$ cat src/bba_pkg.sv
`default_nettype none
package bba_pkg;

   localparam int REQ_W       = 16;
   localparam int HDR_W       = 7;
   localparam int ADDR_W      = 15;
   localparam int USER_W      = 16;
   localparam int ORDER_W     = 4;
   // internal order width, wide enough for the largest top order (16)
   localparam int ORD_IW      = 5;
   localparam int TOTAL_W     = REQ_W + 1;

   localparam logic [HDR_W-1:0] HEADER_RESET = 7'd24;

   typedef enum logic [1:0] {
      STATUS_GRANTED   = 2'd0,
      STATUS_ZERO      = 2'd1,
      STATUS_TOO_LARGE = 2'd2,
      STATUS_NO_ARENA  = 2'd3
   } status_type;

   typedef struct packed {
      logic              zero;
      logic              too_large;
      logic [ORD_IW-1:0] want;
   } decode_type;

   typedef struct packed {
      status_type        status;
      logic [ADDR_W-1:0] block_address;
      logic [ORD_IW-1:0] block_order;
   } grant_type;

endpackage
`default_nettype wire

$ cat src/bba_req_if.sv
`default_nettype none
interface bba_req_if;
   logic                       valid;
   logic                       ready;
   logic [bba_pkg::REQ_W-1:0]  request_bytes;

   modport source (output valid, output request_bytes, input ready);
   modport sink   (input valid, input request_bytes, output ready);
endinterface
`default_nettype wire

$ cat src/bba_rsp_if.sv
`default_nettype none
interface bba_rsp_if;
   logic                        valid;
   logic                        ready;
   bba_pkg::status_type         status;
   logic [bba_pkg::ADDR_W-1:0]  block_address;
   logic [bba_pkg::USER_W-1:0]  user_address;
   logic [bba_pkg::ORDER_W-1:0] block_order;

   modport source (output valid, output status, output block_address,
                   output user_address, output block_order, input ready);
   modport sink   (input valid, input status, input block_address,
                   input user_address, input block_order, output ready);
endinterface
`default_nettype wire

$ cat src/bba_csr_if.sv
`default_nettype none
interface bba_csr_if;
   logic                       valid;
   logic                       ready;
   logic [bba_pkg::HDR_W-1:0]  header_bytes;

   modport source (output valid, output header_bytes, input ready);
   modport sink   (input valid, input header_bytes, output ready);
endinterface
`default_nettype wire

$ cat src/bba_size_decode.sv
`default_nettype none
module bba_size_decode #(
   parameter int MIN_BLOCK_BYTES = 8,
   parameter int TOP_ORDER       = 8
) (
   input  wire logic [bba_pkg::REQ_W-1:0] request_bytes,
   input  wire logic [bba_pkg::HDR_W-1:0] header_bytes,
   output bba_pkg::decode_type            decode
);

   localparam int ARENA_BYTES = MIN_BLOCK_BYTES << TOP_ORDER;

   logic [bba_pkg::TOTAL_W-1:0] total;

   assign total = bba_pkg::TOTAL_W'(request_bytes) + bba_pkg::TOTAL_W'(header_bytes);

   always_comb begin
      decode.zero      = (request_bytes == '0);
      decode.too_large = (32'(total) > 32'(ARENA_BYTES));
      // smallest order whose block holds the total
      decode.want = bba_pkg::ORD_IW'(TOP_ORDER);
      for (int o = TOP_ORDER - 1; o >= 0; o--) begin
         if (32'(total) <= 32'(MIN_BLOCK_BYTES << o)) begin
            decode.want = bba_pkg::ORD_IW'(o);
         end
      end
   end

endmodule
`default_nettype wire

$ cat src/bba_free_table.sv
`default_nettype none
module bba_free_table #(
   parameter int MIN_BLOCK_BYTES = 8,
   parameter int TOP_ORDER       = 8,
   parameter int ARENA_LIMIT     = 16
) (
   input  wire logic               clock,
   input  wire logic               reset,
   input  wire logic               fire,
   input  wire bba_pkg::decode_type decode,
   output bba_pkg::grant_type      grant
);

   localparam int ORDERS      = TOP_ORDER + 1;
   localparam int OW          = $clog2(ORDERS);
   localparam int AW          = $clog2(ARENA_LIMIT + 1);
   localparam int ARENA_BYTES = MIN_BLOCK_BYTES << TOP_ORDER;

   logic [ORDERS-1:0]                valid_ff, valid_in;
   logic [bba_pkg::ADDR_W-1:0]       addr_ff [ORDERS];
   logic [AW-1:0]                    arenas_ff, arenas_in;
   logic [bba_pkg::ADDR_W-1:0]       arena_addr_ff, arena_addr_in;

   logic [ORDERS-1:0]                avail;
   logic [OW-1:0]                    found;
   logic                             hit;
   logic                             full;
   logic                             granted;
   logic [bba_pkg::ADDR_W-1:0]       base;
   logic [bba_pkg::ORD_IW-1:0]       top_ord;
   logic [ORDERS-1:0]                split;

   always_comb begin
      for (int k = 0; k < ORDERS; k++) begin
         avail[k] = valid_ff[k] && (bba_pkg::ORD_IW'(k) >= decode.want);
      end
      // lowest free order at or above the wanted one
      found = '0;
      hit   = 1'b0;
      for (int k = ORDERS - 1; k >= 0; k--) begin
         if (avail[k]) begin
            found = OW'(k);
            hit   = 1'b1;
         end
      end
   end

   assign full    = (32'(arenas_ff) >= 32'(ARENA_LIMIT));
   assign base    = hit ? addr_ff[found] : arena_addr_ff;
   assign top_ord = hit ? bba_pkg::ORD_IW'(found) : bba_pkg::ORD_IW'(TOP_ORDER);
   assign granted = !decode.zero && !decode.too_large && (hit || !full);

   always_comb begin
      grant.block_address = '0;
      grant.block_order   = '0;
      priority if (decode.zero) begin
         grant.status = bba_pkg::STATUS_ZERO;
      end else if (decode.too_large) begin
         grant.status = bba_pkg::STATUS_TOO_LARGE;
      end else if (!hit && full) begin
         grant.status = bba_pkg::STATUS_NO_ARENA;
      end else begin
         grant.status        = bba_pkg::STATUS_GRANTED;
         grant.block_address = base;
         grant.block_order   = decode.want;
      end
   end

   // orders that receive an upper buddy when the block is split down
   always_comb begin
      for (int k = 0; k < ORDERS; k++) begin
         split[k] = (bba_pkg::ORD_IW'(k) >= decode.want) && (bba_pkg::ORD_IW'(k) < top_ord);
      end
   end

   always_comb begin
      valid_in      = valid_ff;
      arenas_in     = arenas_ff;
      arena_addr_in = arena_addr_ff;
      if (fire && granted) begin
         if (hit) begin
            valid_in[found] = 1'b0;
         end else begin
            arenas_in     = arenas_ff + AW'(1);
            arena_addr_in = arena_addr_ff + bba_pkg::ADDR_W'(ARENA_BYTES);
         end
         valid_in = valid_in | split;
      end
   end

   always_ff @(posedge clock) begin
      if (reset) begin
         valid_ff      <= '0;
         arenas_ff     <= '0;
         arena_addr_ff <= '0;
      end else begin
         valid_ff      <= valid_in;
         arenas_ff     <= arenas_in;
         arena_addr_ff <= arena_addr_in;
      end
   end

   always_ff @(posedge clock) begin
      for (int k = 0; k < ORDERS; k++) begin
         if (fire && granted && split[k]) begin
            addr_ff[k] <= base + bba_pkg::ADDR_W'(MIN_BLOCK_BYTES << k);
         end
      end
   end

endmodule
`default_nettype wire

$ cat src/buddy_block_allocator_top.sv
// Buddy block allocator, allocation only.
// req_in carries one word per request: a payload size in bytes. rsp_out returns
// one word per request: status, block address, user address and block order.
// csr_wr writes the header size; it is always ready and may be written only
// while no request is in flight.
// A request accepted on req_in passes through an input register holding the
// decoded size, then the response register, before it shows on rsp_out.
// Throughput: one request per cycle while rsp_out is ready; the free-order search,
// split and state update for one request fit in the cycle between those
// two registers, so the next request sees the updated free table.
// When the receiver stalls, the response holds and one more request waits
// in the input register; req_in.ready drops only when both are full.
// Reset clears the free table, the arena count and both valid flags and
// sets the header size to 24 bytes.
`default_nettype none
module buddy_block_allocator_top #(
   parameter int MIN_BLOCK_BYTES = 8,
   parameter int TOP_ORDER       = 8,
   parameter int ARENA_LIMIT     = 16
) (
   input wire logic clock,
   input wire logic reset,
   bba_req_if.sink   req_in,
   bba_rsp_if.source rsp_out,
   bba_csr_if.sink   csr_wr
);

   logic [bba_pkg::HDR_W-1:0]   header_ff, header_in;
   logic                        s1_valid_ff, s1_valid_in;
   bba_pkg::decode_type         s1_dec_ff, s1_dec_in;
   logic                        rsp_valid_ff, rsp_valid_in;
   bba_pkg::grant_type          rsp_ff, rsp_in;
   logic [bba_pkg::USER_W-1:0]  user_ff, user_in;
   logic                        advance;
   logic                        take;
   bba_pkg::decode_type         dec;
   bba_pkg::grant_type          grant;

   assign csr_wr.ready = 1'b1;
   assign header_in    = (csr_wr.valid) ? csr_wr.header_bytes : header_ff;

   bba_size_decode #(
      .MIN_BLOCK_BYTES (MIN_BLOCK_BYTES),
      .TOP_ORDER       (TOP_ORDER)
   ) u_decode (
      .request_bytes (req_in.request_bytes),
      .header_bytes  (header_ff),
      .decode        (dec)
   );

   bba_free_table #(
      .MIN_BLOCK_BYTES (MIN_BLOCK_BYTES),
      .TOP_ORDER       (TOP_ORDER),
      .ARENA_LIMIT     (ARENA_LIMIT)
   ) u_table (
      .clock  (clock),
      .reset  (reset),
      .fire   (advance),
      .decode (s1_dec_ff),
      .grant  (grant)
   );

   // advance the input word into the response register when it is empty or its word is being taken
   assign advance      = s1_valid_ff && (!rsp_valid_ff || rsp_out.ready);
   assign req_in.ready = !s1_valid_ff || advance;
   assign take         = req_in.valid && req_in.ready;

   assign s1_valid_in  = take || (s1_valid_ff && !advance);
   assign s1_dec_in    = take ? dec : s1_dec_ff;
   assign rsp_valid_in = advance || (rsp_valid_ff && !rsp_out.ready);
   assign rsp_in       = advance ? grant : rsp_ff;

   always_comb begin
      user_in = user_ff;
      if (advance) begin
         user_in = '0;
         if (grant.status == bba_pkg::STATUS_GRANTED) begin
            user_in = bba_pkg::USER_W'(grant.block_address)
                    + bba_pkg::USER_W'(header_ff);
         end
      end
   end

   always_ff @(posedge clock) begin
      if (reset) begin
         header_ff    <= bba_pkg::HEADER_RESET;
         s1_valid_ff  <= 1'b0;
         rsp_valid_ff <= 1'b0;
      end else begin
         header_ff    <= header_in;
         s1_valid_ff  <= s1_valid_in;
         rsp_valid_ff <= rsp_valid_in;
      end
   end

   always_ff @(posedge clock) begin
      s1_dec_ff <= s1_dec_in;
      rsp_ff    <= rsp_in;
      user_ff   <= user_in;
   end

   assign rsp_out.valid         = rsp_valid_ff;
   assign rsp_out.status        = rsp_ff.status;
   assign rsp_out.block_address = rsp_ff.block_address;
   assign rsp_out.user_address  = user_ff;
   assign rsp_out.block_order   = bba_pkg::ORDER_W'(rsp_ff.block_order);

endmodule
`default_nettype wire

$ cat src/flat_wrapper.sv
// flat-port wrapper written by rule: the top's interface ports become plain ports
module buddy_block_allocator_top_flat 
#(
   parameter int MIN_BLOCK_BYTES = 8,
   parameter int TOP_ORDER       = 8,
   parameter int ARENA_LIMIT     = 16
)
  (clock, reset, req_in_valid, req_in_request_bytes, req_in_ready, rsp_out_valid, rsp_out_status, rsp_out_block_address, rsp_out_user_address, rsp_out_block_order, rsp_out_ready, csr_wr_valid, csr_wr_header_bytes, csr_wr_ready);
  bba_req_if req_in_i ();
  bba_rsp_if rsp_out_i ();
  bba_csr_if csr_wr_i ();
  input wire logic clock;
  input wire logic reset;
  input wire logic [$bits(req_in_i.valid)-1:0] req_in_valid;
  input wire logic [$bits(req_in_i.request_bytes)-1:0] req_in_request_bytes;
  output wire logic [$bits(req_in_i.ready)-1:0] req_in_ready;
  output wire logic [$bits(rsp_out_i.valid)-1:0] rsp_out_valid;
  output wire logic [$bits(rsp_out_i.status)-1:0] rsp_out_status;
  output wire logic [$bits(rsp_out_i.block_address)-1:0] rsp_out_block_address;
  output wire logic [$bits(rsp_out_i.user_address)-1:0] rsp_out_user_address;
  output wire logic [$bits(rsp_out_i.block_order)-1:0] rsp_out_block_order;
  input wire logic [$bits(rsp_out_i.ready)-1:0] rsp_out_ready;
  input wire logic [$bits(csr_wr_i.valid)-1:0] csr_wr_valid;
  input wire logic [$bits(csr_wr_i.header_bytes)-1:0] csr_wr_header_bytes;
  output wire logic [$bits(csr_wr_i.ready)-1:0] csr_wr_ready;
  assign req_in_i.valid = req_in_valid;
  assign req_in_i.request_bytes = req_in_request_bytes;
  assign req_in_ready = req_in_i.ready;
  assign rsp_out_valid = rsp_out_i.valid;
  assign rsp_out_status = rsp_out_i.status;
  assign rsp_out_block_address = rsp_out_i.block_address;
  assign rsp_out_user_address = rsp_out_i.user_address;
  assign rsp_out_block_order = rsp_out_i.block_order;
  assign rsp_out_i.ready = rsp_out_ready;
  assign csr_wr_i.valid = csr_wr_valid;
  assign csr_wr_i.header_bytes = csr_wr_header_bytes;
  assign csr_wr_ready = csr_wr_i.ready;
  buddy_block_allocator_top #(.MIN_BLOCK_BYTES(MIN_BLOCK_BYTES), .TOP_ORDER(TOP_ORDER), .ARENA_LIMIT(ARENA_LIMIT)) u_core (.clock(clock), .reset(reset), .req_in(req_in_i), .rsp_out(rsp_out_i), .csr_wr(csr_wr_i));
endmodule
$ cat config.mk
export PLATFORM = sky130hd
export DESIGN_NAME = buddy_block_allocator_top_flat
export DESIGN_NICKNAME = d
export VERILOG_FILES = /design/src/bba_pkg.sv /design/src/bba_req_if.sv /design/src/bba_rsp_if.sv /design/src/bba_csr_if.sv /design/src/bba_size_decode.sv /design/src/bba_free_table.sv /design/src/buddy_block_allocator_top.sv /design/src/flat_wrapper.sv
export SDC_FILE = /design/constraint.sdc
export NUM_CORES = 1
export LEC_CHECK = 0
export BUFFER_PORTS_ARGS = -buffer_cell sky130_fd_sc_hd__buf_4
export CAP_MARGIN = 20
export CORE_MARGIN = 8
export CORE_UTILIZATION = 40
export CTS_BUF_LIST = sky130_fd_sc_hd__clkbuf_16
export DETAILED_ROUTE_END_ITERATION = 8
export SLEW_MARGIN = 25
export SYNTH_ARGS = -nofsm -noshare
export SYNTH_HDL_FRONTEND = slang
export SYNTH_SLANG_ARGS = --single-unit
$ cat constraint.sdc
create_clock -name clock -period 4.6 [get_ports clock]
set_input_delay 0.92 -clock clock [delete_from_list [all_inputs] [get_ports clock]]
set_output_delay 0.92 -clock clock [all_outputs]
set_load 0.01 [all_outputs]
== After elaboration in Yosys (flattened, before gate mapping) ==
Memory sizes are Yosys's and may differ from the RTL's.
Index checks and enable logic that the tools add are counted.
W data, S select, Z words.
Storage, ports and cells
  flip-flop bits (word level): 81
  RAM bits: 135
  output and inout port bits: 40
  logic and storage cells: 179
  memories: 1
Memories
  u_core.u_table.addr_ff: depth 9, bits a word 15, rd ports 1, clocked after memory_dff 0, wr ports 8, RTL line bba_free_table.sv:20  | logic [bba_pkg::ADDR_W-1:0] addr_ff [ORDERS];
Operators by class
  add/sub/neg operators: 13
  magnitude comparators: 30
  muxes and demuxes: 58
  bitwise logic cells: 4
  reductions and logical operators: 57
Operator list (count)
  $mux W20: 3
  $mux W4: 12
  $logic_and A1 B1 Y1: 36
  $add A15 B12 Y15 const B: 2
  $mux W1: 30
  $mux W15: 2
  $mux W9: 2
  $add A16 B7 Y17: 1
  $gt A17 B12 Y1 const B: 1
  $le A17 B10 Y1 const B: 1
  $le A17 B11 Y1 const B: 1
  $le A17 B4 Y1 const B: 1
  $le A17 B5 Y1 const B: 1
  $le A17 B6 Y1 const B: 1
  $le A17 B7 Y1 const B: 1
  $le A17 B8 Y1 const B: 1
  $le A17 B9 Y1 const B: 1
  $add A15 B7 Y16: 1
  $ge A3 B4 Y1 const A: 4
  $logic_not A16 Y1: 1
  $lt A3 B4 Y1 const A: 4
  $add A15 B10 Y15 const B: 1
  $add A15 B11 Y15 const B: 1
  $add A15 B4 Y15 const B: 1
  31 further kinds: 52

== Logic depth before layout (Yosys ltp) ==
  word-level depth: 20
  depth in mapped cells: 26
  mapped depth without buffers: 22

== By module ==
From an unflattened synthesis, not the netlist that was laid out.
Unflattened totals
  cells, all modules: 933
  area total of the unflattened synthesis: 10837.9 µm²
By module, submodules not included
  bba_free_table: instances 1, cells an instance 635, area an instance 7618.6 µm², seq. area each 4414.2 µm²
  buddy_block_allocator_top: instances 1, cells an instance 164, area an instance 2239.6 µm², seq. area each 1501.4 µm²
  bba_size_decode: instances 1, cells an instance 134, area an instance 979.7 µm², seq. area each 0.0 µm²

== Worst setup path before layout ==
OpenSTA, ideal clock, no wires.
  path type: in2reg
  from: input rsp_out_ready
  to: memory u_core.u_table.addr_ff[6][0] (netlist bit) (enable)
  data arrival time: 4.556 ns
  slack: -0.369 ns
  stages on the path: 6
  path buffers: 0
  path through: nor2b_1 -> nor2b_1 -> nand2_1 -> nor2_1 -> nand2_1 -> a211oi_1
RTL lines
  start, declared: RTL line flat_wrapper.sv:22  | input wire logic [$bits(rsp_out_i.ready)-1:0] rsp_out_ready;
  end, declared: RTL line bba_free_table.sv:20

==> flow_summary_export.csv <==
group,metric,value,unit
global_route,grt_first_pass_wirelength,42.0,mm
synth,fraction_of_synthesis_flops_using_an_asynchronous_set_or_reset_pin,0,%
drt,wl_per_instance,19.0,um
synth,ys_warn_count,0,
global_route,grt_antenna_before_repair,0,
timing,tightest_slew,767,ps
global_route,largest_net_degree_at_the_start_of_global_routing,30,
worst_setup_path,cp_data_required_time,4860,ps
clock_tree,root_buffer,"sky130_fd_sc_hd__clkbuf_16",
synth,post_synth_num_cell_types,79,
placed_design,place_inst,1351,
clock_tree,clk_path_buf_depth,3,
layout,layout.nets,1097,
timing,maxSlewViolCount,0,
power,comb_power_share,4.8,%
floorplanning,std_cell_rows,59,
synth,postSynthAreaPerCell,11.2,sq um
floorplanning,initial_utilization,40.2,%
synth,netlist.area_leader.share,51.6,%
timing,grt_setup_unrepaired,"true",
clock_tree,postCtsHoldBufs,0,
floorplanning,die_area,0.0313,sq mm
floorplanning,die-width,177,um
min_path,timing.hold.worst_endpoint,"u_core.u_table.valid_ff[8]",
layout,final_cells,1394,
worst_setup_path,criticalPathCategory,"reg2reg",
worst_setup_path,cp_cell_sequence,"buf_4, and3_1, a221oi_4, o31ai_4, nand2_2, buf_6, nand2_1, nand3_1, a31oi_1, o21ai_1, inv_1, nor2_1, ha_1, o21ai_0, nand2b_1, a21o_1, a21o_1, a21oi_1, nor2_2, and4_4, a31oi_1, nor3b_2",
clock_tree,clk_transition_reported_paths,70,ps
drt,drc,0,
drt,drt_iter0_drc,435,
power,leakage,4.66,nW
min_path,min-delay-start,"u_core.u_table.valid_ff[8]",
synth,synth_sequential_area_ratio,56.8,%
worst_setup_path,worstPathArrival,4620,ps
run,drv.max_cap_violation_count,0,
floorplanning,die-height,177,um
floorplanning,core-area,0.0258,sq mm
synth,synth.area.top_cells,"sky130_fd_sc_hd__edfxtp_1, sky130_fd_sc_hd__dfxtp_1, sky130_fd_sc_hd__nand2_1, sky130_fd_sc_hd__xnor2_1, sky130_fd_sc_hd__ha_1",
power,clockPowerShare,43.3,%
timing,fin_crit_sh,94.8,%
timing,timing.clock.skew,15.9,ps
global_route,first_global_vias,7540,
worst_setup_path,timing.critical_path.fanout_max,12,
drt,antenna_left,0,
worst_setup_path,endpoint_kind,"flip-flop",
drt,detailroute.via_count,7357,
drt,wirelength,26.5,mm
min_path,min_path_type,"reg2reg",
synth,largest_area_contributor_in_the_netlist,"sky130_fd_sc_hd__edfxtp_1",
power,netSwitchingFraction,21.7,%
min_path,min_delay_path_depth,2,
placed_design,io_buffers,66,
placed_design,place.gp.congestion,0.876,
layout,insertedDiodeCount,0,
power,vdd.ir_drop.worst,0.367,mV
synth,syn_area,0.0104,sq mm
timing,setup_violations,0,
layout,layout.filler_cells,2285,
power,p_per_area,318,mW/mm^2
worst_setup_path,critical-path-max-stage-delay,460,ps
power,p_int,3.08,mW
run_status,status,"finished, final reports clean",
synth,synth_ff_type,"sky130_fd_sc_hd__edfxtp_1",
global_route,global_route.usage.total,17.0,%
worst_setup_path,rr_endpoint,"u_core.rsp_out.user_address[14]",
timing,relSlewSlack,48.9,%
clock_tree,ctsHtreeMaxLevel,1,
timing,period_minus_slack,4360,ps
worst_setup_path,cp-start-kind,"flip-flop",
clock_tree,clock_sink_count,205,
power,total_switching_power,0.851,mW
timing,max_freq,229,MHz
layout,layout-drive-gt1-share,19.1,%
timing,finalHoldViolCount,0,
synth,synthesized_netlist_cell_count,926,
worst_setup_path,r2r_setup_slack,240,ps
worst_setup_path,critical_register_to_register_path_startpoint,"u_core.s1_dec_ff[2]",
worst_setup_path,timing.critical_path.slowest_stage_cell,"sky130_fd_sc_hd__edfxtp_1",
power,power.total,3.93,mW
drt,firstDrtPassIters,5,
synth,post-synth-top-count-cell,"sky130_fd_sc_hd__edfxtp_1",
global_route,grt.overflow.total,0,
synth,yosys_register_bits,205,
clock_tree,clk_latency,510,ps
synth,number_of_flops_mapped_to_enable_cells_by_yosys,178,
synth,post_synth_most_frequent_cells,"sky130_fd_sc_hd__edfxtp_1, sky130_fd_sc_hd__nand2_1, sky130_fd_sc_hd__nor2_1",
worst_setup_path,worstRegToRegCells,22,
power,relative_contribution_of_sequential_cells_to_total_power,51.9,%
floorplanning,pin_count,68,
clock_tree,tritoncts,"built",
placed_design,hpwl_after_detailed_placement,18.9,mm
drt,drt-vias-per-instance,5.28,
layout,areaGrowthSynthToFinish,19.2,%
clock_tree,cts_made_buffers,23,
[area by class of cell]
cell class | count | area [sq um] | share of cell area, %
Sequential cell | 205 | 5890 | 47.7
Multi-Input combinational cell | 661 | 4270 | 34.6
Timing Repair Buffer | 126 | 978 | 7.92
Clock buffer | 23 | 576 | 4.66
Tap cell | 335 | 419 | 3.39
Clock inverter | 19 | 124 | 1.00
Inverter | 25 | 93.8 | 0.760
[what timing repair did]
action,in CTS,in global routing
endpoints found under the setup margin,0,8
endpoints found under the hold margin,0,0
buffers inserted,0,0
gates resized for setup,0,15
[cells by family after synthesis]
| kind of cell | share of synthesized area (%) |
|---|---|
| other | 0.0725 |
| buffers and inverters | 3.45 |
| muxes | 3.90 |
| DFF | 56.8 |
| xor gates and xnor gates | 6.26 |
| adders and majority gates | 3.50 |
| AOI/OAI and AO/OA | 9.24 |
| and+or+nand+nor | 16.8 |
[critical path, delay by kind of cell, from the launching register on]
kind,cells,cell delay (ps)
AOI/OAI and AO/OA,9,1620
and+or+nand+nor,9,1210
buffers and inverters,3,520
adders and majority gates,1,270
DFF,1,460
[registers in the layout, indices dropped and copies added (netlist names)]
| name | flops |
|---|---|
| u_core.s1_valid_ff | 1 |
| u_core.header_ff | 7 |
| u_core.rsp_out.block_order | 4 |
| u_core.rsp_out.valid | 1 |
| u_core.u_table.arena_addr_ff | 4 |
| u_core.s1_dec_ff | 6 |
| u_core.rsp_out.user_address | 16 |
| u_core.rsp_out.block_address | 15 |
| u_core.u_table.arenas_ff | 5 |
| u_core.rsp_out.status | 2 |
| u_core.u_table.addr_ff | 135 |
| u_core.u_table.valid_ff | 9 |
[metrics by stage]
step	hold slack [ps]	TNS (ps)	area (sq um)	setup slack [ps]	util [%]
detailed placement	438	0	11600	167	44.9
global placement	436	0	11600	246	44.9
CTS	447	0	12300	160	47.6
finish	453	0	12300	241	47.9
floorplan	417	0	10400	17.5	-
global route	465	-34.5	12300	-34.5	47.9
[layer usage]
metal | global-route usage (%) | wire (um)
met4 | 5.11 | 607
met2 | 27.8 | 12400
met5 | 0 | 0
met1 | 22.6 | 11900
met3 | 3.05 | 1600
[power groups by stage]
stage | Sequential, mW | Clock [mW] | Combinational (mW)
2_1_floorplan | 2.08 | 0 | 0.111
3_3_place_gp | 2.08 | 0 | 0.187
3_5_place_dp | 2.08 | 0 | 0.188
4_1_cts | 2.04 | 1.74 | 0.189
5_1_grt | 2.04 | 1.81 | 0.212
6_report | 2.04 | 1.70 | 0.190
[layout by cell type (no fill, tap or decap), drive strengths merged, types with 5 or more instances in the layout]
master  count
buf       126
a221oi      5
a21oi      31
nand2     140
ha         25
clkbuf     23
nand2b      7
conb       16
nor2       75
mux2i      31
or3         5
inv        31
nor2b      13
nand3      58
a211oi      6
a31oi      12
xor2       23
o21a        8
clkinv     11
edfxtp    178
nor3       10
a21o        6
o21ai      32
dfxtp      27
and3        9
xnor2      51
nand4       9
and2       22
nor4        5
[how the worst max path moves through the flow]
stage	from	endpoint	cells after the start
after global routing	u_core.s1_dec_ff[2]	u_core.rsp_out.user_address[14]	22
after detailed placement	u_core.s1_dec_ff[2]	u_core.rsp_out.user_address[11]	21
final	u_core.s1_dec_ff[2]	u_core.rsp_out.user_address[14]	22
after floorplan	u_core.s1_dec_ff[1]	u_core.rsp_out.user_address[11]	25
after CTS	u_core.s1_dec_ff[2]	u_core.rsp_out.user_address[11]	21
after global placement	u_core.s1_dec_ff[2]	u_core.rsp_out.user_address[11]	21
Note: power is estimated with default switching activity, not from simulation.
